==> src/design/dnf_pkg.sv <==
`timescale 1ns / 1ps
// ----------------------------------------------------------------------------
// dnf_pkg
// Shared types and constants of the decimal number formatter.
// ----------------------------------------------------------------------------
package dnf_pkg;

    localparam int MAG_W      = 64;                 // magnitude bits
    localparam int BIT_CNT_W  = $clog2(MAG_W);      // conversion step counter
    localparam int NUM_DIGITS = 20;                 // decimal digits of 2^64-1
    localparam int ND_W       = $clog2(NUM_DIGITS + 1);
    localparam int MAX_WIDTH  = 64;                 // saturated field width
    localparam int CNT_W      = $clog2(MAX_WIDTH + 1);
    localparam int CHAR_W     = 8;
    localparam int CFG_ADDR_W = 1;
    localparam int CFG_DATA_W = 8;

    // register indexes
    localparam logic [CFG_ADDR_W-1:0] REG_LEFT_FILL  = 1'b0;
    localparam logic [CFG_ADDR_W-1:0] REG_RIGHT_FILL = 1'b1;

    localparam logic [CHAR_W-1:0] FILL_LEFT_RST  = 8'h20;   // space
    localparam logic [CHAR_W-1:0] FILL_RIGHT_RST = 8'h30;   // '0'
    localparam logic [CHAR_W-1:0] CHAR_ZERO      = 8'h30;
    localparam logic [CHAR_W-1:0] CHAR_MINUS     = 8'h2D;

    typedef logic [3:0] bcd_t;

    typedef enum logic [1:0] {
        CHAIN_HOLD,
        CHAIN_CLEAR,
        CHAIN_DABBLE,   // add-3 correct, then shift one binary bit in
        CHAIN_SHIFT     // move every digit one place toward the top
    } chain_op_t;

    typedef struct packed {
        chain_op_t op;
        logic      bit_in;
    } chain_ctl_t;

endpackage

==> src/design/decimal_number_formatter.sv <==
`timescale 1ns / 1ps
// ----------------------------------------------------------------------------
// decimal_number_formatter
// Unsigned 64-bit value to padded ASCII decimal text, one char per word.
// ----------------------------------------------------------------------------
// One input word carries a 64-bit magnitude, a minus flag, a signed field
// width, a "no width" flag and a fill override; the block answers with a
// frame of ASCII characters, most significant first, tlast on the final one.
// Positive width right-aligns, negative width left-aligns (|width| saturates
// at 64), the sign counts toward the width. With a '0' fill a right-aligned
// sign leads the padding, otherwise it sits right before the digits. A zero
// magnitude with width 0 gives a single word with tuser set and tdata 0.
// Timing: one word at a time. The binary-to-BCD conversion runs through a
// row of 20 digit cells (one magnitude bit per cycle), then leading zeros
// are dropped, then the characters go out, most significant first; output
// stalls hold them back. s_tready is high only between words; the last
// char may still sit in the output register while the next word is taken.
// ----------------------------------------------------------------------------
module decimal_number_formatter (
    input  logic                                aclk,
    input  logic                                aresetn,
    // config write port
    input  logic                                cfg_wr_en,
    input  logic [dnf_pkg::CFG_ADDR_W-1:0]      cfg_addr,
    input  logic [dnf_pkg::CFG_DATA_W-1:0]      cfg_wdata,
    // input words
    input  logic                                s_tvalid,
    output logic                                s_tready,
    // magnitude[63:0], negative[64], field_width[72:65], width_unset[73],
    // fill_override[81:74], zeros[87:82]
    input  logic [87:0]                         s_tdata,
    // output words
    output logic                                m_tvalid,
    input  logic                                m_tready,
    output logic [dnf_pkg::CHAR_W-1:0]          m_tdata,   // text_char[7:0]
    output logic                                m_tlast,   // last_char
    output logic [0:0]                          m_tuser    // empty_text[0]
);
    import dnf_pkg::*;

    // sequencer states
    localparam logic [3:0] S_IDLE  = 4'd0;
    localparam logic [3:0] S_CONV  = 4'd1;  // double-dabble through the row
    localparam logic [3:0] S_NORM  = 4'd2;  // drop leading zero digits
    localparam logic [3:0] S_PAD_A = 4'd3;  // pad before sign (right, non-'0')
    localparam logic [3:0] S_SIGN  = 4'd4;
    localparam logic [3:0] S_PAD_B = 4'd5;  // pad after sign (right, '0' fill)
    localparam logic [3:0] S_DIG   = 4'd6;
    localparam logic [3:0] S_PAD_C = 4'd7;  // pad after digits (left)
    localparam logic [3:0] S_EMPTY = 4'd8;

    localparam logic [1:0] PAD_POS_A = 2'd0;
    localparam logic [1:0] PAD_POS_B = 2'd1;
    localparam logic [1:0] PAD_POS_C = 2'd2;

    // input fields
    logic [MAG_W-1:0]  in_mag;
    logic              in_neg;
    logic [7:0]        in_width;
    logic              in_unset;
    logic [CHAR_W-1:0] in_ovr;

    assign in_mag   = s_tdata[63:0];
    assign in_neg   = s_tdata[64];
    assign in_width = s_tdata[72:65];
    assign in_unset = s_tdata[73];
    assign in_ovr   = s_tdata[81:74];

    // registers
    logic [3:0]           state_reg,     state_next;
    logic [MAG_W-1:0]     mag_reg,       mag_next;
    logic [BIT_CNT_W-1:0] bit_cnt_reg,   bit_cnt_next;
    logic                 neg_reg,       neg_next;
    logic [CHAR_W-1:0]    fill_reg,      fill_next;
    logic [CNT_W-1:0]     absw_reg,      absw_next;
    logic [1:0]           pad_pos_reg,   pad_pos_next;
    logic [ND_W-1:0]      nd_reg,        nd_next;
    logic [CNT_W-1:0]     pad_cnt_reg,   pad_cnt_next;
    logic [CNT_W-1:0]     left_cnt_reg,  left_cnt_next;   // chars still to send
    logic [CHAR_W-1:0]    lfill_reg,     lfill_next;
    logic [CHAR_W-1:0]    rfill_reg,     rfill_next;
    logic                 m_tvalid_reg,  m_tvalid_next;
    logic [CHAR_W-1:0]    m_tdata_reg,   m_tdata_next;
    logic                 m_tlast_reg,   m_tlast_next;
    logic                 m_tuser_reg,   m_tuser_next;

    chain_ctl_t ctl;
    bcd_t       top_digit;

    dnf_digit_chain u_chain (
        .aclk      (aclk),
        .ctl       (ctl),
        .top_digit (top_digit)
    );

    // accept-time decode
    logic              in_acc;
    logic              in_right;
    logic              in_empty;
    logic [CHAR_W-1:0] in_fill;
    logic [7:0]        in_abs8;
    logic [CNT_W-1:0]  in_absw;

    assign s_tready = (state_reg == S_IDLE);
    assign in_acc   = s_tvalid && s_tready;
    assign in_right = !in_unset && !in_width[7] && (in_width != 8'd0);
    assign in_empty = !in_unset && (in_width == 8'd0) && (in_mag == '0);
    assign in_fill  = (in_ovr != 8'd0) ? in_ovr : (in_right ? rfill_reg : lfill_reg);
    assign in_abs8  = in_width[7] ? (~in_width + 8'd1) : in_width;
    assign in_absw  = in_unset ? '0 :
                      (in_abs8 > 8'(MAX_WIDTH)) ? CNT_W'(MAX_WIDTH) : in_abs8[CNT_W-1:0];

    // length after normalization
    logic [CNT_W-1:0] text_len;
    assign text_len = CNT_W'(nd_reg) + CNT_W'(neg_reg);

    // output slot can take a char this cycle
    logic out_free;
    assign out_free = !m_tvalid_reg || m_tready;

    logic last_now;
    assign last_now = (left_cnt_reg == CNT_W'(1));

    always_comb begin
        state_next    = state_reg;
        mag_next      = mag_reg;
        bit_cnt_next  = bit_cnt_reg;
        neg_next      = neg_reg;
        fill_next     = fill_reg;
        absw_next     = absw_reg;
        pad_pos_next  = pad_pos_reg;
        nd_next       = nd_reg;
        pad_cnt_next  = pad_cnt_reg;
        left_cnt_next = left_cnt_reg;
        lfill_next    = lfill_reg;
        rfill_next    = rfill_reg;
        m_tvalid_next = m_tvalid_reg && !m_tready;
        m_tdata_next  = m_tdata_reg;
        m_tlast_next  = m_tlast_reg;
        m_tuser_next  = m_tuser_reg;
        ctl.op        = CHAIN_HOLD;
        ctl.bit_in    = mag_reg[MAG_W-1];

        if (cfg_wr_en) begin
            unique case (cfg_addr)
                REG_LEFT_FILL:  lfill_next = cfg_wdata;
                REG_RIGHT_FILL: rfill_next = cfg_wdata;
                default:        lfill_next = lfill_reg;
            endcase
        end

        unique case (state_reg)
            S_IDLE: begin
                if (in_acc) begin
                    if (in_empty) begin
                        state_next = S_EMPTY;
                    end else begin
                        mag_next     = in_mag;
                        neg_next     = in_neg;
                        fill_next    = in_fill;
                        absw_next    = in_absw;
                        bit_cnt_next = BIT_CNT_W'(MAG_W - 1);
                        ctl.op       = CHAIN_CLEAR;
                        if (!in_right)
                            pad_pos_next = PAD_POS_C;
                        else if (in_fill == CHAR_ZERO)
                            pad_pos_next = PAD_POS_B;
                        else
                            pad_pos_next = PAD_POS_A;
                        state_next = S_CONV;
                    end
                end
            end
            S_CONV: begin
                ctl.op   = CHAIN_DABBLE;
                mag_next = {mag_reg[MAG_W-2:0], 1'b0};
                if (bit_cnt_reg == '0) begin
                    nd_next    = ND_W'(NUM_DIGITS);
                    state_next = S_NORM;
                end else begin
                    bit_cnt_next = bit_cnt_reg - 1'b1;
                end
            end
            S_NORM: begin
                if (top_digit == '0 && nd_reg > ND_W'(1)) begin
                    ctl.op  = CHAIN_SHIFT;
                    nd_next = nd_reg - 1'b1;
                end else begin
                    if (absw_reg > text_len) begin
                        pad_cnt_next  = absw_reg - text_len;
                        left_cnt_next = absw_reg;
                    end else begin
                        pad_cnt_next  = '0;
                        left_cnt_next = text_len;
                    end
                    state_next = S_PAD_A;
                end
            end
            S_PAD_A, S_PAD_B, S_PAD_C: begin
                if (pad_cnt_reg != '0 &&
                    ((state_reg == S_PAD_A && pad_pos_reg == PAD_POS_A) ||
                     (state_reg == S_PAD_B && pad_pos_reg == PAD_POS_B) ||
                     (state_reg == S_PAD_C && pad_pos_reg == PAD_POS_C))) begin
                    if (out_free) begin
                        m_tvalid_next = 1'b1;
                        m_tdata_next  = fill_reg;
                        m_tlast_next  = last_now;
                        m_tuser_next  = 1'b0;
                        pad_cnt_next  = pad_cnt_reg - 1'b1;
                        left_cnt_next = left_cnt_reg - 1'b1;
                    end
                end else begin
                    priority if (state_reg == S_PAD_A) state_next = S_SIGN;
                    else if (state_reg == S_PAD_B)     state_next = S_DIG;
                    else                               state_next = S_IDLE;
                end
            end
            S_SIGN: begin
                if (neg_reg) begin
                    if (out_free) begin
                        m_tvalid_next = 1'b1;
                        m_tdata_next  = CHAR_MINUS;
                        m_tlast_next  = last_now;
                        m_tuser_next  = 1'b0;
                        neg_next      = 1'b0;
                        left_cnt_next = left_cnt_reg - 1'b1;
                    end
                end else begin
                    state_next = S_PAD_B;
                end
            end
            S_DIG: begin
                if (nd_reg != '0) begin
                    if (out_free) begin
                        m_tvalid_next = 1'b1;
                        m_tdata_next  = CHAR_ZERO | {4'd0, top_digit};
                        m_tlast_next  = last_now;
                        m_tuser_next  = 1'b0;
                        ctl.op        = CHAIN_SHIFT;
                        nd_next       = nd_reg - 1'b1;
                        left_cnt_next = left_cnt_reg - 1'b1;
                    end
                end else begin
                    state_next = S_PAD_C;
                end
            end
            S_EMPTY: begin
                if (out_free) begin
                    m_tvalid_next = 1'b1;
                    m_tdata_next  = '0;
                    m_tlast_next  = 1'b1;
                    m_tuser_next  = 1'b1;
                    state_next    = S_IDLE;
                end
            end
            default: state_next = S_IDLE;
        endcase
    end

    always_ff @(posedge aclk) begin
        if (!aresetn) begin
            state_reg    <= S_IDLE;
            m_tvalid_reg <= 1'b0;
            lfill_reg    <= FILL_LEFT_RST;
            rfill_reg    <= FILL_RIGHT_RST;
        end else begin
            state_reg    <= state_next;
            m_tvalid_reg <= m_tvalid_next;
            lfill_reg    <= lfill_next;
            rfill_reg    <= rfill_next;
        end
    end

    always_ff @(posedge aclk) begin
        mag_reg      <= mag_next;
        bit_cnt_reg  <= bit_cnt_next;
        neg_reg      <= neg_next;
        fill_reg     <= fill_next;
        absw_reg     <= absw_next;
        pad_pos_reg  <= pad_pos_next;
        nd_reg       <= nd_next;
        pad_cnt_reg  <= pad_cnt_next;
        left_cnt_reg <= left_cnt_next;
        m_tdata_reg  <= m_tdata_next;
        m_tlast_reg  <= m_tlast_next;
        m_tuser_reg  <= m_tuser_next;
    end

    assign m_tvalid   = m_tvalid_reg;
    assign m_tdata    = m_tdata_reg;
    assign m_tlast    = m_tlast_reg;
    assign m_tuser[0] = m_tuser_reg;

endmodule

==> src/design/dnf_digit_cell.sv <==
`timescale 1ns / 1ps
// ----------------------------------------------------------------------------
// dnf_digit_cell
// One BCD digit of the conversion row: shift-add-3 step or digit move.
// ----------------------------------------------------------------------------
module dnf_digit_cell (
    input  logic              aclk,
    input  dnf_pkg::chain_ctl_t ctl,
    input  logic              carry_in,   // binary bit from lower neighbor
    input  dnf_pkg::bcd_t     digit_in,   // digit from lower neighbor
    output logic              carry_out,
    output dnf_pkg::bcd_t     digit_out
);
    import dnf_pkg::*;

    bcd_t digit_reg;
    bcd_t digit_next;
    bcd_t adj;

    assign adj       = (digit_reg >= 4'd5) ? digit_reg + 4'd3 : digit_reg;
    assign carry_out = adj[3];
    assign digit_out = digit_reg;

    always_comb begin
        unique case (ctl.op)
            CHAIN_CLEAR:  digit_next = '0;
            CHAIN_DABBLE: digit_next = {adj[2:0], carry_in};
            CHAIN_SHIFT:  digit_next = digit_in;
            default:      digit_next = digit_reg;
        endcase
    end

    always_ff @(posedge aclk) begin
        digit_reg <= digit_next;
    end

endmodule

==> src/design/dnf_digit_chain.sv <==
`timescale 1ns / 1ps
// ----------------------------------------------------------------------------
// dnf_digit_chain
// Row of BCD cells, least significant at index 0; top digit exposed.
// ----------------------------------------------------------------------------
module dnf_digit_chain (
    input  logic                aclk,
    input  dnf_pkg::chain_ctl_t ctl,
    output dnf_pkg::bcd_t       top_digit
);
    import dnf_pkg::*;

    logic [NUM_DIGITS-1:0] carry;
    bcd_t                  digit [NUM_DIGITS];

    genvar g;
    generate
        for (g = 0; g < NUM_DIGITS; g++) begin : g_cell
            logic cin;
            bcd_t din;
            if (g == 0) begin : g_low
                assign cin = ctl.bit_in;
                assign din = '0;
            end else begin : g_up
                assign cin = carry[g-1];
                assign din = digit[g-1];
            end
            dnf_digit_cell u_cell (
                .aclk      (aclk),
                .ctl       (ctl),
                .carry_in  (cin),
                .digit_in  (din),
                .carry_out (carry[g]),
                .digit_out (digit[g])
            );
        end
    endgenerate

    assign top_digit = digit[NUM_DIGITS-1];

endmodule

==> config.mk <==
export PLATFORM = sky130hd
export DESIGN_NAME = decimal_number_formatter
export DESIGN_NICKNAME = d
export VERILOG_FILES = /design/src/design/dnf_pkg.sv /design/src/design/decimal_number_formatter.sv /design/src/design/dnf_digit_cell.sv /design/src/design/dnf_digit_chain.sv
export SDC_FILE = /design/constraint.sdc
export NUM_CORES = 1
export LEC_CHECK = 0
export ABC_CLOCK_PERIOD_IN_PS = 6300
export BUFFER_PORTS_ARGS = -buffer_cell sky130_fd_sc_hd__buf_2
export CAP_MARGIN = 20
export CORE_ASPECT_RATIO = 1.2
export CORE_UTILIZATION = 50
export DETAILED_ROUTE_END_ITERATION = 8
export GPL_ROUTABILITY_DRIVEN = 1
export PLACE_DENSITY = 0.78
export SLEW_MARGIN = 20
export SYNTH_ARGS = -nofsm -noshare
export SYNTH_HDL_FRONTEND = slang
export SYNTH_SLANG_ARGS = --single-unit
==> constraint.sdc <==
create_clock -name aclk -period 6.3 [get_ports aclk]
set_clock_uncertainty 0.15 [all_clocks]
set_input_delay 1.26 -clock aclk [delete_from_list [all_inputs] [get_ports aclk]]
set_output_delay 1.26 -clock aclk [all_outputs]
set_load 0.05 [all_outputs]
==> metrics.txt, run 1 <==
clock network fraction of total power=20.5%; Max-slew headroom=27.68%; logic gate share of total power=36.6%; DR vias/cell=5.649; crit-path cells=or2_2 -> nor3_1 -> buf_2; CTS Root Buffer Type=clkbuf_16; Flop pwr share=42.9%; worst r2r src=neg_reg$_DFFE_PP_; final number of setup-violating endpoints=0; row cnt=63; Post-Syn Area=12,520 um2; grt total ovfl=0; Yosys reg bits=218; register area share after synthesis=50.59%; RSZ-0062 raised after global routing=no; DR vias=9,751; clock transition at the registers of the reported paths=0.06 ns; Chip Height=175.4 um; Final Power=0.006851 W; largest net degree at the start of global routing=91; synth unique cells=69; Core Util, Final=56.97%; share of Yosys cell area claimed by the top area cell type=47.23%; switching part of the total=37.93%; worst-path fanout max=26; Crit Path Category=register to primary output; largest cells by area after synthesis=edfxtp_1 (47%), nand2_1 (9.8%), ha_1 (5.6%); Worst setup SP type=register; first-pass GRT wire length=43.57 mm; H-Tree Level Count=1; All-Layer GR Usage=20.42%; initial antenna violation count=0; area occupied by multi-input gates=5692 um2; Register Area=6336 um2; I/O Buffers=107; R2R setup slack=2.66 ns; I/O pins=114; Crit-path slowest cell=dfxtp_1; dpl hpwl=17.82 mm; syn_area_per_cell=9.642 um2; DR pass1 iterations=5; Synth async-reset ratio=0%; Bufs on Longest Clock Path=3; Die ar.=25,690 um2; number of global-route vias before repair=9,469; Post-Syn Nets=1,458; clock sinks=218; fmax=0.2645 GHz; antenna-violating nets left=0; Placer Congestion=0.8975; peak supply drop=0.2762 mV; post-synthesis cell count=1,299; worst hold endpoint=rfill_reg[0]$_SDFFE_PN0P_; fin crit period=3.781 ns; Die W=146.5 um; cts bufs inserted=23; Setup crit end kind=primary output; Slew Limit Fails=0; TritonCTS clock tree=built; cell depth of the worst flop-to-flop path=9; worst endpoint required time=4.89 ns; area grow syn2layout=12.23%; Commonest cells post-synth=nand2_1 (328), edfxtp_1 (197), o21ai_0 (103), a21oi_1 (76), inv_1 (68); number of flip-flops in the largest register=80; DRC=0; n_diodes=0; most frequent cell after synthesis=nand2_1; crit-path max cell delay=0.61 ns; post-CTS sizing=0; RR Endpoint=left_cnt_reg[3]$_DFFE_PP_; Fin Setup TNS=0 ns; Synth Warn #=0; Slew @ Worst Pin=1.085 ns; Routed WL=26.54 mm; Final Cycle Share=60.01%; Fin. Hold Viols=0; Initial Util=50.76%; clock insertion delay at the later pin of the skew report=0.52 ns; Hold Crit Class=register to register; Sw Pwr=0.002598 W; PwrDens=487.4 nW/um2; leakage=5.453 nW; ys flop type=edfxtp_1; share of layout cells above drive strength 1=12.92%; Fill cells=2,093; Pint=0.004253 W; core area=24,670 um2; hold_sp=rfill_reg[0]$_SDFFE_PN0P_; Yosys top cell by area=edfxtp_1; routed wire length per instance=15.38 um; Initial DRC Count=642; Max Cap Viol=0; status=complete, no violations; EDFF count, synth=197; Hold Buf Count CTS=0; critical path arrival=2.37 ns; Hold Path Stages=2; post-CTS setup repair buffer count=0; NumNets Final=1,543
## placed cells by master, fill, tap and decap left out, types with 23 or more instances in the layout
master	instances
nand2_1	327
edfxtp_1	197
buf_2	107
o21ai_0	103
a21oi_1	75
inv_1	68
ha_1	56
nor2_1	43
xnor2_1	38
nor3b_1	30
nand2b_1	27
nor4_1	25
clkbuf_16	23
## how the worst max path moves through the flow
stage / from / to / slack, ns / cells past startpoint
final: state_reg[2]$_SDFFE_PN0P_ / s_tready / 2.52 / 3
after global placement: s_tdata[0] / u_chain.g_cell[6].u_cell.digit_out[0]$_DFFE_PP_ / 2.01 / 7
after global routing: s_tdata[65] / u_chain.g_cell[4].u_cell.digit_out[2]$_DFFE_PP_ / 2.43 / 8
after floorplan: state_reg[1]$_SDFFE_PN0P_ / u_chain.g_cell[0].u_cell.digit_out[0]$_SDFFCE_PP0P_ / 0.67 / 6
after detailed placement: s_tdata[0] / u_chain.g_cell[6].u_cell.digit_out[1]$_DFFE_PP_ / 2.03 / 7
after CTS: s_tdata[0] / u_chain.g_cell[5].u_cell.digit_out[1]$_DFFE_PP_ / 2.54 / 7
## worst max-delay path, delay by kind of cell, from the launching register on
family / cells / cell delay, ns
buffers and inverters: 1 / 0.36
DFF: 1 / 0.61
and+or+nand+nor: 2 / 0.89
## layer usage
layer  wire, um  part of all wire [%]  up-vias  GRT usage [%]
met5          0                     0        -              0
met4        775                   2.9        0          7.726
met3       1061                   4.0       58          2.390
met2      13990                    53      223          37.82
met1      10710                    40     4671          24.11
li1           -                     -     4799              -
## cells by family (layout without fill, tap and decap cells)
kind of cell               after synthesis  after routing  share of synthesized area [%]
and+or+nand+nor                        542            542                          20.04
DFF                                    218            218                          50.59
buffers and inverters                  123            225                          4.256
adders and majority gates               57             57                          5.754
AOI/OAI and AO/OA                      286            286                          14.08
muxes                                   15             15                          1.229
xor gates and xnor gates                58             58                          4.056
## stage by stage
step | std cells | instance area, um2 | hold slack [ns] | setup slack, ns
final | 1726 | 14060 | 0.3080 | 2.519
after global routing | 1726 | 14060 | 0.3258 | 2.429
after CTS | 1726 | 14060 | 0.3048 | 2.544
after detailed placement | 1684 | 13290 | 0.2969 | 2.030
after global placement | 1684 | 13290 | 0.2936 | 2.005
after floorplan | 1299 | 12520 | 0.2857 | 0.6723
## power groups by stage
stage / Sequential [W] / Combinational, W / Clock [W]
2_1_floorplan: 0.00284 / 0.00195 / 0
6_report: 0.00294 / 0.00251 / 0.00140
3_3_place_gp: 0.00292 / 0.00238 / 0
5_1_grt: 0.00302 / 0.00284 / 0.00148
3_5_place_dp: 0.00296 / 0.00249 / 0
4_1_cts: 0.00293 / 0.00252 / 0.00142
## layout make-up
cell class	count	share of cell area, %
clock buffers	25	4.148
inverters	68	1.816
multi-input cells	958	40.49
flip-flops and latches	218	45.08
repair buffers	115	4.237
well taps	325	2.893
clock inverters	17	1.335
Note: power is estimated with default switching activity, not from simulation.
==> inputs of run 2 (changes only) <==
--- a/config.mk
+++ b/config.mk
@@ -5,7 +5,7 @@
 export SDC_FILE = /design/constraint.sdc
 export NUM_CORES = 1
 export LEC_CHECK = 0
-export ABC_CLOCK_PERIOD_IN_PS = 6300
+export ABC_CLOCK_PERIOD_IN_PS = 3640
 export BUFFER_PORTS_ARGS = -buffer_cell sky130_fd_sc_hd__buf_2
 export CAP_MARGIN = 20
 export CORE_ASPECT_RATIO = 1.2
==> constraint.sdc (replaced) <==
create_clock -name aclk -period 3.64 [get_ports aclk]
set_clock_uncertainty 0.15 [all_clocks]
set_input_delay 0.728 -clock aclk [delete_from_list [all_inputs] [get_ports aclk]]
set_output_delay 0.728 -clock aclk [all_outputs]
set_load 0.05 [all_outputs]
==> run 2 against run 1 <==
Net effect: setup slack got worse by 2.3 ns; wire length decreased by 0.22%; flip-flop and latch count unchanged; first-iteration DRC count increased by 6.9%; design area increased by 1.5%; critical path depth increased by 7; via count increased by 0.70%; sequential power increased by 72%; sequential share of layout area decreased by 0.68 points.
==> metrics.txt, run 2 (synthesized netlist as in run 1, its figures left out) <==
worst endpoint required time=3.84 ns; Hold Crit Class=register to register; first-pass GRT wire length=44.28 mm; DR vias/cell=5.640; Final Cycle Share=94.19%; Core Util, Final=57.84%; I/O pins=114; status=complete, no violations; antenna-violating nets left=0; Crit path buffers/inverters=1; largest net degree at the start of global routing=85; Fin Setup TNS=0 ns; clock sinks=218; fin crit period=3.429 ns; Initial DRC Count=686; clock insertion delay at the later pin of the skew report=0.51 ns; I/O Buffers=107; final number of setup-violating endpoints=0; CTS Root Buffer Type=clkbuf_16; Crit Path Category=register to register; routed wire length per instance=15.21 um; Chip Height=175.4 um; fmax=0.2917 GHz; share of layout cells above drive strength 1=14.12%; dpl hpwl=18.03 mm; RSZ-0062 raised after global routing=no; Setup crit end kind=register; Hold Buf Count CTS=0; cts bufs inserted=24; DRC=0; Crit-path slowest cell=or4b_2; Routed WL=26.48 mm; worst-path fanout max=6; Initial Util=50.76%; Slew @ Worst Pin=0.9237 ns; crit-path max cell delay=0.63 ns; Final Power=0.01203 W; All-Layer GR Usage=20.71%; Placer Congestion=0.8730; peak supply drop=0.5555 mV; core area=24,670 um2; crit-path cells=ha_1 -> ha_1 -> xor2_1 -> inv_1 -> ha_1 -> o21a_1 -> o31ai_2 -> a31oi_1 -> or4b_2 -> a31oi_1; DR vias=9,819; Fin. Hold Viols=0; Worst setup SP type=register; DR pass1 iterations=5; Max-slew headroom=38.34%; most frequent cells in the layout=nand2_1 (327), edfxtp_1 (197), buf_2 (107), o21ai_0 (103), a21oi_1 (75); area grow syn2layout=13.95%; most common cell after layout, fill and taps aside=nand2_1; Slew Limit Fails=0; grt total ovfl=0; PwrDens=842.7 nW/um2; clock transition at the registers of the reported paths=0.06 ns; initial antenna violation count=0; worst hold slack=0.3065 ns; Register Area=6336 um2; most used cell, CP=ha_1; H-Tree Level Count=1; TritonCTS clock tree=built; number of flip-flops in the largest register=80; Max Cap Viol=0; leakage=5.568 nW; Bufs on Longest Clock Path=3; row cnt=63; Die W=146.5 um; Fill cells=2,073; n_diodes=0; CP delay by family, top=compound AO/OA/AOI/OAI gates; number of global-route vias before repair=9,445; Die ar.=25,690 um2; critical path arrival=3.63 ns; area occupied by multi-input gates=5702 um2; NumNets Final=1,557
-- run 2: worst min-delay path: stages (launching register included) --
cell	delay (ns)
dfxtp_1	0.31
nand2_1	0.05
a21oi_1	0.05
-- run 2: per-stage QoR --
stage / instances / worst slack (ns) / instance area [um2]
6_report: 1741 / 0.2115 / 14270
5_1_grt: 1741 / 0.02669 / 14270
4_1_cts: 1741 / 0.1487 / 14270
3_5_place_dp: 1697 / 0.1634 / 13440
3_3_place_gp: 1697 / 0.1652 / 13440
2_1_floorplan: 1299 / 0.07179 / 12540
-- run 2: area by class of cell --
type	instances	area share [%]
clock inverters	12	0.7978
repair buffers	128	5.208
flip-flops and latches	218	44.40
multi-input cells	958	39.95
clock buffers	32	5.006
inverters	68	1.789
well taps	325	2.849
-- run 2: routing by layer --
metal	part of all wire, %	GRT usage, %	vias up	routed length (um)
met5	0	0	-	0
met4	2.0	6.293	0	529
met3	4.3	2.701	47	1131
met2	53	37.78	225	13910
met1	41	25.37	4720	10910
li1	-	-	4827	-
-- run 2: repair_timing --
item	CTS	global route
resized for setup	0	1
setup endpoints to repair	0	5
setup buffers	0	0
-- run 2: report_power, final --
part,total (W),internal [W],switching [W]
clock,0.00251,0.00152,0.000985
sequential,0.00507,0.00427,0.000796
combinational,0.00445,0.00174,0.00271
-- run 2: worst paths after layout --
kind                                                start  slack (ns)  cells past startpoint                         to
worst max-delay path                    neg_reg$_DFFE_PP_        0.21                     10   pad_cnt_reg[6]$_DFFE_PP_
worst min-delay path            lfill_reg[3]$_SDFFE_PN0P_        0.31                      2  lfill_reg[3]$_SDFFE_PN0P_
worst max register to register          neg_reg$_DFFE_PP_        0.21                     10   pad_cnt_reg[6]$_DFFE_PP_
worst min register to register  lfill_reg[3]$_SDFFE_PN0P_        0.31                      2  lfill_reg[3]$_SDFFE_PN0P_
==> inputs of run 3 (changes only) <==
--- a/config.mk
+++ b/config.mk
@@ -13,6 +13,7 @@
 export DETAILED_ROUTE_END_ITERATION = 8
 export GPL_ROUTABILITY_DRIVEN = 1
 export PLACE_DENSITY = 0.78
+export REMOVE_ABC_BUFFERS = 1
 export SLEW_MARGIN = 20
 export SYNTH_ARGS = -nofsm -noshare
 export SYNTH_HDL_FRONTEND = slang
==> run 3 against run 2 <==
Net effect: sequential share of layout area is 0.086 points higher; highest routed layer unchanged; non-clock buffer count increased by 9; final cell count up 0.40%; first-iteration DRC count is 2.8% lower; count of clock-buffer cells in the layout unchanged; via count down 0.44%; maximum frequency rose by 0.56%; utilization down 0.11 points; design area shrank 0.19%; sequential power barely moved; combinational power increased by 2%.
==> metrics.txt, run 3 (synthesized netlist as in run 1, its figures left out) <==
status=complete, no violations; Fin. Hold Viols=0; worst hold slack=0.3044 ns; Flop pwr share=42.7%; Hold Path Stages=2; routed wire length per instance=15.23 um; dpl hpwl=18.59 mm; fin crit period=3.409 ns; cts bufs inserted=23; leakage=5.563 nW; first-pass GRT wire length=43.23 mm; Crit Path Category=register to register; final number of setup-violating endpoints=0; initial antenna violation count=1; clock network fraction of total power=19.1%; Initial Util=50.76%; share of layout cells above drive strength 1=14.28%; NumNets Final=1,565; Hold Crit Class=register to register; met2 Use GR=35.87%; DRC=0; R2R setup slack=0.23 ns; worst slack, placed=0.09753 ns; met1 Resource Use GR=25.78%; cell depth of the worst flop-to-flop path=9; Fill cells=2,038; Max-slew headroom=50.15%; I/O Buffers=107; critical path arrival=3.52 ns; Pint=0.007390 W; clock insertion delay at the later pin of the skew report=0.51 ns; grt total ovfl=0; number of global-route vias before repair=9,278; RSZ-0062 raised after global routing=no; GRT busiest layer=met2; Sw Pwr=0.004494 W; Final Cycle Share=93.66%; Final Non-Filler Cells=1,748; Slew @ Worst Pin=0.7468 ns; Max Cap Viol=0; fmax=0.2933 GHz; Worst setup SP type=register; area grow syn2layout=13.73%; core area=24,670 um2; Hold Buf Count CTS=0; Setup crit end kind=register; DR pass1 iterations=6; Setup WS post-layout=0.2307 ns; antenna-violating nets left=0; Placer Congestion=0.9034; CTS Root Buffer Type=clkbuf_16; DR vias/cell=5.593; Chip Height=175.4 um; number of flip-flops in the largest register=80; logic gate share of total power=38.2%; most frequent cells in the layout=nand2_1 (327), edfxtp_1 (197), buf_2 (107), o21ai_0 (103), a21oi_1 (75); Die W=146.5 um; Slew Limit Fails=0; most common cell after layout, fill and taps aside=nand2_1; TritonCTS clock tree=built; grt met3 use=2.831%; placed insts=1,706; I/O pins=114; Bufs on Longest Clock Path=3; largest net degree at the start of global routing=85; DR vias=9,776; switching part of the total=37.82%; Routed WL=26.62 mm; All-Layer GR Usage=20.37%; clock sinks=218; worst-path fanout max=5; Initial DRC Count=667; worst endpoint required time=3.75 ns; H-Tree Level Count=1; clock transition at the registers of the reported paths=0.06 ns; PwrDens=834.3 nW/um2; Core Util, Final=57.73%; row cnt=63; peak supply drop=0.4628 mV; Die ar.=25,690 um2
run 3: timing repair:
action	in CTS	in global routing
gates resized for setup	0	3
setup buffers	0	0
setup endpoints to repair	0	8
run 3: per-layer routing:
layer	vias up	routed length, um
met1	4640	11290
met2	254	13460
met5	-	0
met4	0	523
li1	4842	-
met3	40	1348
run 3: cell type report:
type	count	area, um2	share of cell area (%)
Sequential cell	218	6336	44.48
Multi-Input combinational cell	958	5703	40.04
Timing Repair Buffer	137	810.8	5.692
Clock buffer	32	660.6	4.638
Tap cell	325	406.6	2.855
Inverter	68	255.2	1.792
Clock inverter	9	68.82	0.4831
Antenna cell	1	2.502	0.01757
run 3: critical path, cell delays in order (launching register included):
cell      delay, ns
edfxtp_1       0.47
ha_1           0.27
ha_1           0.38
inv_1          0.07
ha_1           0.29
nor2b_1        0.16
o31ai_2        0.31
a21boi_0       0.21
or4_4          0.56
o221a_2        0.29
run 3: worst paths after layout:
| path | from | endpoint |
|---|---|---|
| min reg2reg | lfill_reg[0]$_SDFFE_PN0P_ | lfill_reg[0]$_SDFFE_PN0P_ |
| max reg2reg | neg_reg$_DFFE_PP_ | left_cnt_reg[3]$_DFFE_PP_ |
| min | lfill_reg[0]$_SDFFE_PN0P_ | lfill_reg[0]$_SDFFE_PN0P_ |
| max | neg_reg$_DFFE_PP_ | left_cnt_reg[3]$_DFFE_PP_ |
run 3: power by group through the flow:
stage | clock [W] | sequential (W) | combinational [W]
after floorplan | 0 | 0.00487 | 0.00327
after global placement | 0 | 0.00505 | 0.00429
after detailed placement | 0 | 0.00510 | 0.00448
after CTS | 0.00230 | 0.00507 | 0.00453
after global routing | 0.00240 | 0.00521 | 0.00513
final | 0.00227 | 0.00508 | 0.00454
run 3: per-stage QoR:
stage | TNS [ns] | area, um2 | power [W]
2_1_floorplan | -1491.82 | 12250 | 0.008143
3_3_place_gp | 0 | 13500 | 0.009341
3_5_place_dp | 0 | 13500 | 0.009585
4_1_cts | 0 | 14230 | 0.01190
5_1_grt | 0 | 14240 | 0.01274
6_report | 0 | 14240 | 0.01188
